**src/sv/imed_pkg.sv**
```systemverilog
package imed_pkg;

  // raw reading and per-lane widths
  localparam int RAW_W   = 16;
  localparam int GYRO_W  = 21;
  localparam int ACCEL_W = 19;
  localparam int MAG_W   = 20;
  localparam int SQ_W    = 39;
  localparam int SUM_W   = 41;
  localparam int CMP_W   = 42;
  localparam int CNT_W   = 16;
  localparam int AXES    = 3;

  // stream widths
  localparam int IN_TDATA_W  = 6 * RAW_W;
  localparam int IN_TUSER_W  = 3;
  localparam int HELD_W      = AXES * (GYRO_W + ACCEL_W);
  localparam int OUT_TDATA_W = HELD_W + CNT_W;
  localparam int OUT_TUSER_W = 2;

  // configuration port
  localparam int CFG_IDX_W  = 3;
  localparam int CFG_DATA_W = 21;

  localparam logic [2:0]  GYRO_SHIFT_MAX      = 3'd4;
  localparam logic [1:0]  ACCEL_SHIFT_RST     = 2'd0;
  localparam logic [2:0]  GYRO_SHIFT_RST      = 3'd0;
  localparam logic [15:0] ONE_G_RST           = 16'd16393;
  localparam logic [17:0] ACCEL_THR_RST       = 18'd8197;
  localparam logic [20:0] GYRO_THR_RST        = 21'd22857;

  // in_tuser bits
  localparam int TU_ACCEL_READY = 0;
  localparam int TU_GYRO_READY  = 1;
  localparam int TU_BUS_ERROR   = 2;

  // out_tuser bits
  localparam int TU_SAMPLE_VALID = 0;
  localparam int TU_MOTION_EVENT = 1;

  typedef enum logic [CFG_IDX_W-1:0] {
    CFG_ACCEL_SHIFT = 3'd0,
    CFG_GYRO_SHIFT  = 3'd1,
    CFG_ONE_G       = 3'd2,
    CFG_ACCEL_THR   = 3'd3,
    CFG_GYRO_THR    = 3'd4
  } imed_cfg_idx_t;

  // stage enables shared by the lanes and the merge stage
  typedef struct packed {
    logic s1;
    logic s2;
    logic s3;
  } imed_en_t;

  // result fields carried alongside the lane pipeline
  typedef struct packed {
    logic              fresh;
    logic [CNT_W-1:0]  count;
    logic [HELD_W-1:0] held;
  } imed_payload_t;

endpackage

```
**src/sv/imed_lane.sv**
```systemverilog
module imed_lane (
  input  logic                                clk,
  input  imed_pkg::imed_en_t                  en,
  input  logic signed [imed_pkg::RAW_W-1:0]   raw,
  input  logic [2:0]                          shift,
  output logic signed [imed_pkg::GYRO_W-1:0]  scaled,
  output logic [imed_pkg::SQ_W-1:0]           sq
);
  import imed_pkg::*;

  logic [RAW_W:0]     abs_raw;
  logic [MAG_W-1:0]   mag_r, mag_nxt;
  logic [2*MAG_W-1:0] prod;
  logic [SQ_W-1:0]    sq_r, sq_nxt;

  always_comb begin
    scaled  = $signed({{(GYRO_W-RAW_W){raw[RAW_W-1]}}, raw}) <<< shift;
    // magnitude taken on the raw reading, then scaled; the most negative value is exact
    abs_raw = raw[RAW_W-1] ? ({1'b0, ~raw} + (RAW_W+1)'(1)) : {1'b0, raw};
    mag_nxt = MAG_W'(abs_raw) << shift;
    prod    = mag_r * mag_r;
    sq_nxt  = prod[SQ_W-1:0];
  end

  always_ff @(posedge clk) begin
    if (en.s1) begin
      mag_r <= mag_nxt;
    end
    if (en.s2) begin
      sq_r <= sq_nxt;
    end
  end

  assign sq = sq_r;

endmodule

```
**config.mk**
```make
export PLATFORM = sky130hd
export DESIGN_NAME = imed_lane
export DESIGN_NICKNAME = d
export VERILOG_FILES = /design/src/sv/imed_pkg.sv /design/src/sv/imed_lane.sv
export SDC_FILE = /design/constraint.sdc
export NUM_CORES = 1
export LEC_CHECK = 0
export ABC_AREA = 1
export BUFFER_PORTS_ARGS = -buffer_cell sky130_fd_sc_hd__buf_4
export CAP_MARGIN = 20
export CORE_MARGIN = 1.5
export CORE_UTILIZATION = 55
export DETAILED_ROUTE_END_ITERATION = 7
export GPL_TIMING_DRIVEN = 0
export PLACE_DENSITY = 0.73
export SLEW_MARGIN = 20
export SYNTH_ARGS = -nofsm -noshare
export SYNTH_HDL_FRONTEND = slang
export SYNTH_SLANG_ARGS = --single-unit
```
**constraint.sdc**
```tcl
create_clock -name clk -period 8.2 [get_ports clk]
set_input_delay 0.82 -clock clk [delete_from_list [all_inputs] [get_ports clk]]
set_output_delay 0.82 -clock clk [all_outputs]
set_load 0.02 [all_outputs]
```
==> impl_metrics.py <==
metrics = {
    "clock_network": {
        "root_buffer": "clkbuf_16",
        "postCtsHoldBufs": 0,
        "htreeDepth": 3,
        "clock-sinks": 58,
        "clkTransAtPathRegs_ns": 0.05,
        "numCtsBuffers": 9,
        "cts_resized": 0,
        "clockBufferDepth": 2,
        "clk_latency_ns": 0.34,
        "cts_setup_buffers": 0,
        "cts_tree": "built",
    },
    "setup_path": {
        "crit_path_top_delay_cell": "clkbuf_1",
        "r2r_start": "mag_r[7]",
        "critical_path_class": "reg -> reg",
        "required_ns": 8.27,
        "cpMostUsedCell": "fa_1",
        "cp.arrival_ns": 7.88,
        "path_delay_family": "adder cells",
        "cpPeakStageDelay_ns": 0.77,
        "cp.buffers_inverters": 5,
        "crit_start": "mag_r[7]",
        "start_kind": "register",
        "crit_fanout": 10,
        "end_kind": "register",
        "cp_cell_sequence": "clkbuf_1, buf_1, nand2_1, fa_1, inv_1, fa_1, inv_1, fa_1, inv_1, fa_1, fa_1, fa_1, fa_1, ha_1, a21oi_1, o21ai_0, a21oi_1, nand3_1, nand2_1, nand2_1, nand2_1, nand2_1",
    },
    "layout": {
        "nets": 2438,
        "drive_gt1_frac": 0.0626,
        "area_growth_pct": 8.95,
    },
    "synth": {
        "synthArstFlopShare": 0,
        "synth_area_per_cell_um2": 8.00,
        "syn_nets": 2349,
        "synth.distinct_cells": 37,
        "ys.flop_type": "edfxtp_1",
        "synthTopCellsByCount": "inv_1 (488), nand2_1 (458), fa_1 (278)",
        "syn_inst": 1903,
        "yosysTopAreaCellShare": 0.365,
        "yosysWarnings": 0,
        "yosysMostFrequentCell": "inv_1",
        "yosysTopAreaCell": "fa_1",
        "syn_area_mm2": 0.0152,
        "yosysSeqAreaShare": 0.114,
        "yosys-top-cells-area": "fa_1 (37%), inv_1 (12%), ha_1 (12%), edfxtp_1 (11%), nand2_1 (11%)",
        "synth_edf_count": 58,
        "synth-seq-cells": 58,
    },
    "floorplanning": {
        "die_w_um": 169,
        "row_count": 60,
        "dieArea_mm2": 0.0287,
        "fp.dieH_um": 169,
        "io-pin-count": 83,
        "start_util": 0.562,
        "core-area_mm2": 0.0271,
    },
    "global_routing": {
        "grtUsageTotal": 0.312,
        "grt_pass1_vias": 13200,
        "grt_max_degree": 39,
        "grt_pass1_wl_um": 68100,
        "antenna_found_initial": 0,
        "grt-ovfl-total": 0,
    },
    "sta": {
        "fin_crit_ns": 7.81,
        "fin_tns_setup_ns": 0,
        "skew_ns": 0.0155,
        "rsz0062_at_grt": "false",
        "report.final.setup_viol": 0,
        "fin_crit_sh": 0.953,
        "hold_violations": 0,
        "timing.fmax_ghz": 0.128,
        "relSlewSlack": 0.321,
        "worst_pin_slew_ns": 1.02,
        "slew_violations": 0,
    },
    "placed_design": {
        "numPortBuffers": 78,
        "routabilityCongestion": 0.948,
        "dp_hpwl_um": 35100,
    },
    "routing": {
        "vias": 12600,
        "wl_per_cell_um": 17.7,
        "viasPerCell": 5.30,
        "ant_nets": 0,
        "wl_um": 42000,
        "drt_iter0_drc": 1009,
        "drc": 0,
        "first_pass_iters": 5,
    },
    "worst_hold_path": {
        "hold_start": "mag_r[0]",
        "hold_path_class": "reg -> reg",
    },
    "flow_run": {
        "drv_cap": 0,
    },
    "run_status": {
        "outcome": "finished clean",
    },
}
## final cells by class
cell class / count / area [um2]
buffer: 63 / 267
fill: 2478 / 10500
clock buffer: 10 / 229
sequential: 58 / 1740
multi-input combinational: 1292 / 11400
antenna: 1 / 2.50
clock inverter: 6 / 81.3
tap: 372 / 465
timing repair buffer: 78 / 586
inverter: 490 / 1840
## kinds of logic (layout without fill, tap and decap cells)
kind of cell / Yosys count / count (layout) / synth area share
multiplexers: 8 / 8 / 0.00526
other: 1 / 2 / 0.000246
flip-flops: 58 / 58 / 0.114
AND/OR/NAND/NOR: 659 / 659 / 0.176
buffers and inverters: 553 / 647 / 0.138
adder cells (fa/ha/maj): 423 / 423 / 0.485
AO/OA/AOI/OAI: 158 / 158 / 0.0571
XOR/XNOR: 43 / 43 / 0.0247
## flip-flops by register name, indices dropped and copies added, names as in the netlist
name,cells
sq,38
mag_r,20
## path summary, 6_finish.rpt
kind | endpoint | slack [ns] | cells after the start
worst max-delay path | sq[35] | 0.39 | 22
worst min-delay path | sq[0] | 0.51 | 0
worst max register to register | sq[35] | 0.39 | 22
worst min register to register | sq[0] | 0.51 | 0
## metrics by stage
step	setup WS, ns	hold slack [ns]	cell area, um2	std cells	util
4_1_cts	0.475	0.507	16600	2369	0.612
3_5_place_dp	0.542	0.499	16300	2353	0.601
6_report	0.387	0.507	16600	2370	0.612
3_3_place_gp	0.448	0.479	16300	2353	0.601
5_1_grt	0.158	0.518	16600	2369	0.612
2_1_floorplan	2.20	0.448	15200	1903	-
## metal layers
layer	wire length [um]	vias up	GRT usage
met5	0	-	0
met4	1390	0	0.109
met3	2810	86	0.0434
met2	20800	456	0.537
met1	17000	6146	0.405
li1	-	5873	-
## layout by cell type, fill, tap and decap left out, drive strengths merged, types with 4 or more instances in the layout
cell    count
a21o        5
a21oi      55
buf       110
clkbuf     41
clkinv      4
edfxtp     58
fa        278
ha        145
inv       490
mux2i       8
nand2     464
nand3      84
nand4      11
nor2       81
nor3       13
o21a        4
o21ai      75
o21bai     13
xnor2      11
xor2       32
Power is left out: the tool's default activity adds up to more than one toggle a clock period on the data nets, which glitch-free logic cannot reach.
