`config.mk`:
```
export PLATFORM = sky130hd
export DESIGN_NAME = imed_merge
export DESIGN_NICKNAME = d
export VERILOG_FILES = /design/src/sv/imed_pkg.sv /design/src/sv/imed_merge.sv
export SDC_FILE = /design/constraint.sdc
export NUM_CORES = 2
export LEC_CHECK = 0
export ABC_AREA = 1
export BUFFER_PORTS_ARGS = -buffer_cell sky130_fd_sc_hd__buf_4
export CAP_MARGIN = 20
export CORE_AREA = 4 4 346 348
export CTS_CLUSTER_SIZE = 40
export DETAILED_ROUTE_END_ITERATION = 10
export DIE_AREA = 0 0 350 352
export PLACE_DENSITY = 0.56
export SYNTH_ARGS = -nofsm -noshare
export SYNTH_HDL_FRONTEND = slang
export SYNTH_SLANG_ARGS = --single-unit
export TNS_END_PERCENT = 20
```
`constraint.sdc`:
```
create_clock -name clk -period 8.36 [get_ports clk]
set_clock_uncertainty 0.2 [all_clocks]
set_input_delay 1.672 -clock clk [delete_from_list [all_inputs] [get_ports clk]]
set_output_delay 1.672 -clock clk [all_outputs]
set_load 0.01 [all_outputs]
```
`src/sv/imed_pkg.sv`:
```
package imed_pkg;

  // raw reading and per-lane widths
  localparam int RAW_W   = 16;
  localparam int GYRO_W  = 21;
  localparam int ACCEL_W = 19;
  localparam int MAG_W   = 20;
  localparam int SQ_W    = 39;
  localparam int SUM_W   = 41;
  localparam int CMP_W   = 42;
  localparam int CNT_W   = 16;
  localparam int AXES    = 3;

  // stream widths
  localparam int IN_TDATA_W  = 6 * RAW_W;
  localparam int IN_TUSER_W  = 3;
  localparam int HELD_W      = AXES * (GYRO_W + ACCEL_W);
  localparam int OUT_TDATA_W = HELD_W + CNT_W;
  localparam int OUT_TUSER_W = 2;

  // configuration port
  localparam int CFG_IDX_W  = 3;
  localparam int CFG_DATA_W = 21;

  localparam logic [2:0]  GYRO_SHIFT_MAX      = 3'd4;
  localparam logic [1:0]  ACCEL_SHIFT_RST     = 2'd0;
  localparam logic [2:0]  GYRO_SHIFT_RST      = 3'd0;
  localparam logic [15:0] ONE_G_RST           = 16'd16393;
  localparam logic [17:0] ACCEL_THR_RST       = 18'd8197;
  localparam logic [20:0] GYRO_THR_RST        = 21'd22857;

  // in_tuser bits
  localparam int TU_ACCEL_READY = 0;
  localparam int TU_GYRO_READY  = 1;
  localparam int TU_BUS_ERROR   = 2;

  // out_tuser bits
  localparam int TU_SAMPLE_VALID = 0;
  localparam int TU_MOTION_EVENT = 1;

  typedef enum logic [CFG_IDX_W-1:0] {
    CFG_ACCEL_SHIFT = 3'd0,
    CFG_GYRO_SHIFT  = 3'd1,
    CFG_ONE_G       = 3'd2,
    CFG_ACCEL_THR   = 3'd3,
    CFG_GYRO_THR    = 3'd4
  } imed_cfg_idx_t;

  // stage enables shared by the lanes and the merge stage
  typedef struct packed {
    logic s1;
    logic s2;
    logic s3;
  } imed_en_t;

  // result fields carried alongside the lane pipeline
  typedef struct packed {
    logic              fresh;
    logic [CNT_W-1:0]  count;
    logic [HELD_W-1:0] held;
  } imed_payload_t;

endpackage

```
`src/sv/imed_merge.sv`:
```
module imed_merge (
  input  logic                        clk,
  input  imed_pkg::imed_en_t          en,
  input  logic [imed_pkg::SQ_W-1:0]   gyro_sq [imed_pkg::AXES],
  input  logic [imed_pkg::SQ_W-1:0]   accel_sq [imed_pkg::AXES],
  input  logic [15:0]                 one_g,
  input  logic [17:0]                 accel_thr,
  input  logic [20:0]                 gyro_thr,
  output logic                        motion_hit
);
  import imed_pkg::*;

  logic [18:0]      hi;
  logic [15:0]      lo;
  logic             lo_ok_nxt, lo_ok_r;
  logic [37:0]      hi_sq_r, hi_sq_nxt;
  logic [31:0]      lo_sq_r, lo_sq_nxt;
  logic [41:0]      gt_sq_r, gt_sq_nxt;
  logic [SUM_W-1:0] gsum_r, gsum_nxt;
  logic [SUM_W-1:0] asum_r, asum_nxt;

  // bound squares follow the config registers every cycle
  always_comb begin
    hi        = 19'(one_g) + 19'(accel_thr);
    lo_ok_nxt = 18'(one_g) >= accel_thr;
    lo        = one_g - accel_thr[15:0];
    hi_sq_nxt = hi * hi;
    lo_sq_nxt = lo * lo;
    gt_sq_nxt = gyro_thr * gyro_thr;
    gsum_nxt  = SUM_W'(gyro_sq[0]) + SUM_W'(gyro_sq[1]) + SUM_W'(gyro_sq[2]);
    asum_nxt  = SUM_W'(accel_sq[0]) + SUM_W'(accel_sq[1]) + SUM_W'(accel_sq[2]);
  end

  always_ff @(posedge clk) begin
    hi_sq_r <= hi_sq_nxt;
    lo_sq_r <= lo_sq_nxt;
    lo_ok_r <= lo_ok_nxt;
    gt_sq_r <= gt_sq_nxt;
    if (en.s3) begin
      gsum_r <= gsum_nxt;
      asum_r <= asum_nxt;
    end
  end

  assign motion_hit = (CMP_W'(asum_r) >= CMP_W'(hi_sq_r))
                   || (lo_ok_r && (CMP_W'(asum_r) <= CMP_W'(lo_sq_r)))
                   || (CMP_W'(gsum_r) >= gt_sq_r);

endmodule

```
==> results.json <==
{
  "status": "completed",
  "drive_gt1_share_pct": 14.6,
  "gp_congestion": 0.934,
  "crit_cells": 35,
  "finalCritPeriodShare_pct": 97.7,
  "grt_pass1_vias": 41000,
  "grt_usage_pct": 21.4,
  "critical_path_buf_inv_count": 12,
  "io_buffers": 291,
  "slowest_delay_ns": 0.57,
  "drtIter0Drc": 1976,
  "finalCriticalPeriod_ns": 8.17,
  "fmax_ghz": 0.122,
  "clock_sinks": 191,
  "synth_nets": 7442,
  "design.die.area_sq_um": 123000,
  "synth_top_family_by_area": "adder cells",
  "grt_overflow": 0,
  "synth_xor_area_share_pct": 3.49,
  "dr.pass1.iters": 6,
  "cts_max_level": 4,
  "syn_area_sq_um": 46300,
  "hpwl_mm": 115,
  "dpl_worst_slack_ns": -0.397,
  "avgRoutedWirePerCell_um": 16.1,
  "synthFlopType": "dfxtp_1",
  "routed_wl_mm": 129,
  "path_clk_slew_ns": 0.08,
  "crit_arrival_ns": 8.35,
  "worst_slew_pin_slew_ns": 0.952,
  "worst_hold_slack_ns": 1.32,
  "core-area_sq_um": 116000,
  "rsz0062_at_grt": "yes",
  "synthSimpleGateAreaFrac_pct": 16.5,
  "root_buffer": "clkbuf_16",
  "io_pins": 294,
  "start_util_pct": 39.9,
  "antenna_left": 0,
  "yosys_warnings": 0,
  "final.setup.worst_slack_ns": 0.190,
  "hold_viol_final": 0,
  "drv_slew": 0,
  "fin_nets": 8148,
  "numCtsBuffers": 17,
  "synth_area_leaders": "fa_1, ha_1, inv_1, nand2_1, edfxtp_1",
  "die-height_um": 352,
  "slew_headroom_pct": 36.5,
  "yosysTopAreaCellShare_pct": 34.7,
  "num_vias": 38500,
  "crit_family": "adder cells",
  "cts_tree": "yes",
  "via_per_inst": 4.81,
  "route.detailed.drc": 0,
  "rows": 125,
  "area_growth_pct": 18.4,
  "grt_pass1_wl_mm": 213,
  "synthAdderAreaFrac_pct": 50.5,
  "critPathCaptureType": "flip-flop",
  "path_common_cell": "inv_1",
  "hold_class": "input pin to flip-flop",
  "cts_buffer_depth": 2,
  "antenna_found_initial": 2,
  "syn-instance-count": 5763,
  "start_kind": "input pin",
  "final_cell_count_no_fill": 8008,
  "synth_top_cell_by_area": "fa_1",
  "synth-edff-count": 82,
  "grt_max_degree": 77,
  "synth_area_per_cell_sq_um": 8.04,
  "maxCapViolations": 0,
  "async_flop_share_pct": 0,
  "report.final.setup_viol": 0,
  "synth_seq_cells": 191,
  "crit_path_max_fanout": 5,
  "ys_seq_area_share_pct": 10.0,
  "post-route-util_pct": 47.2,
  "slowest_stage": "fa_2",
  "synth_cell_types": 50,
  "placed_cells": 7968,
  "hold_depth": 1,
  "critPathKind": "input pin to flip-flop",
  "synth_compound_area_share_pct": 6.98,
  "synth_mux_area_share_pct": 0,
  "die_w_um": 350,
  "cp.required_ns": 8.54,
  "cts_hold_buf": 0
}
==> path summary, 6_finish.rpt <==
| kind | startpoint | end |
|---|---|---|
| max | one_g[0] | hi_sq_r[37] |
| min | en[0] | asum_r[33] |
==> synthesized netlist by cell type, drive strengths merged (2+ instances only) <==
cell type,count
nand3,150
edfxtp,82
nand3b,10
a31oi,23
xor2,132
fa,803
o211ai,7
dfxtp,109
o21ai,156
o22ai,2
nor4,17
and2,6
nand2,1030
inv,1429
xnor2,48
or2,11
a211oi,5
o31ai,2
buf,36
nor3,53
o21a,14
ha,583
a21oi,303
and3,4
nand4,41
nor2,575
a221oi,2
a21boi,8
clkinv,2
clkbuf,57
o21bai,22
a21o,37
==> stage by stage <==
stage                     cell area [sq um]  setup TNS [ns]
final                                 54800               0
after detailed placement              53700          -12.19
after global routing                  54800          -0.356
after floorplan                       46300               0
after CTS                             54300               0
after global placement                53700          -11.35
==> registers in the layout, indices dropped and copies added, names as in the netlist <==
signal,flops
asum_r,41
gsum_r,41
gt_sq_r,41
hi_sq_r,36
lo_sq_r,31
lo_ok_r,1
==> logic make-up (layout without fill, tap and decap cells) <==
logic type / after synthesis / in the layout
compound gates: 582 / 582
other cells: 1 / 3
xor+xnor: 180 / 180
fa+ha+maj: 1386 / 1386
buf+inv: 1524 / 2243
flops: 191 / 191
simple gates: 1899 / 1899
==> area by class of cell <==
| type | count | area, sq um |
|---|---|---|
| Antenna cell | 2 | 5.00 |
| Clock buffer | 17 | 425 |
| Clock inverter | 15 | 206 |
| Fill cell | 11600 | 61400 |
| Inverter | 1431 | 5380 |
| Multi-Input combinational cell | 4048 | 36300 |
| Sequential cell | 191 | 4640 |
| Tap cell | 1524 | 1910 |
| Timing Repair Buffer | 780 | 5930 |
==> placed cells by master, fill, tap and decap left out, types with 8 or more instances in the layout <==
| cell | Yosys | final |
|---|---|---|
| a31oi_1 | 22 | 22 |
| o21ai_1 | 0 | 11 |
| nor4_1 | 17 | 16 |
| ha_4 | 0 | 13 |
| or2_2 | 11 | 11 |
| nand3_1 | 148 | 146 |
| clkbuf_16 | 0 | 17 |
| o21ai_0 | 154 | 141 |
| inv_2 | 6 | 12 |
| a21oi_2 | 1 | 17 |
| inv_1 | 1423 | 1415 |
| a21oi_1 | 302 | 285 |
| a21o_1 | 37 | 37 |
| nor2_1 | 572 | 545 |
| xor2_1 | 127 | 124 |
| xnor2_1 | 48 | 48 |
| dfxtp_1 | 109 | 109 |
| o21a_1 | 14 | 14 |
| nand4_1 | 41 | 41 |
| nand2_1 | 1029 | 1022 |
| fa_2 | 0 | 8 |
| edfxtp_1 | 82 | 82 |
| buf_4 | 8 | 772 |
| fa_1 | 803 | 795 |
| nor2_2 | 2 | 26 |
| nand3b_1 | 10 | 10 |
| ha_1 | 583 | 563 |
| nor3_1 | 53 | 51 |
| o21bai_1 | 22 | 20 |
==> routing by layer <==
layer / vias up / global-route usage [%] / part of all wire [%]
li1: 18900 / - / -
met4: 0 / 4.48 / 2.2
met2: 763 / 37.8 / 50
met1: 18700 / 28.6 / 44
met3: 146 / 2.07 / 4.1
met5: - / 0 / 0
==> what timing repair did <==
action	in CTS	in global routing
resized for setup	0	124
buffers inserted	0	6
endpoints found under the setup margin	0	44
Power is not shown: default switching activity piles up to over one toggle a cycle in this logic, so the estimate is an artifact.
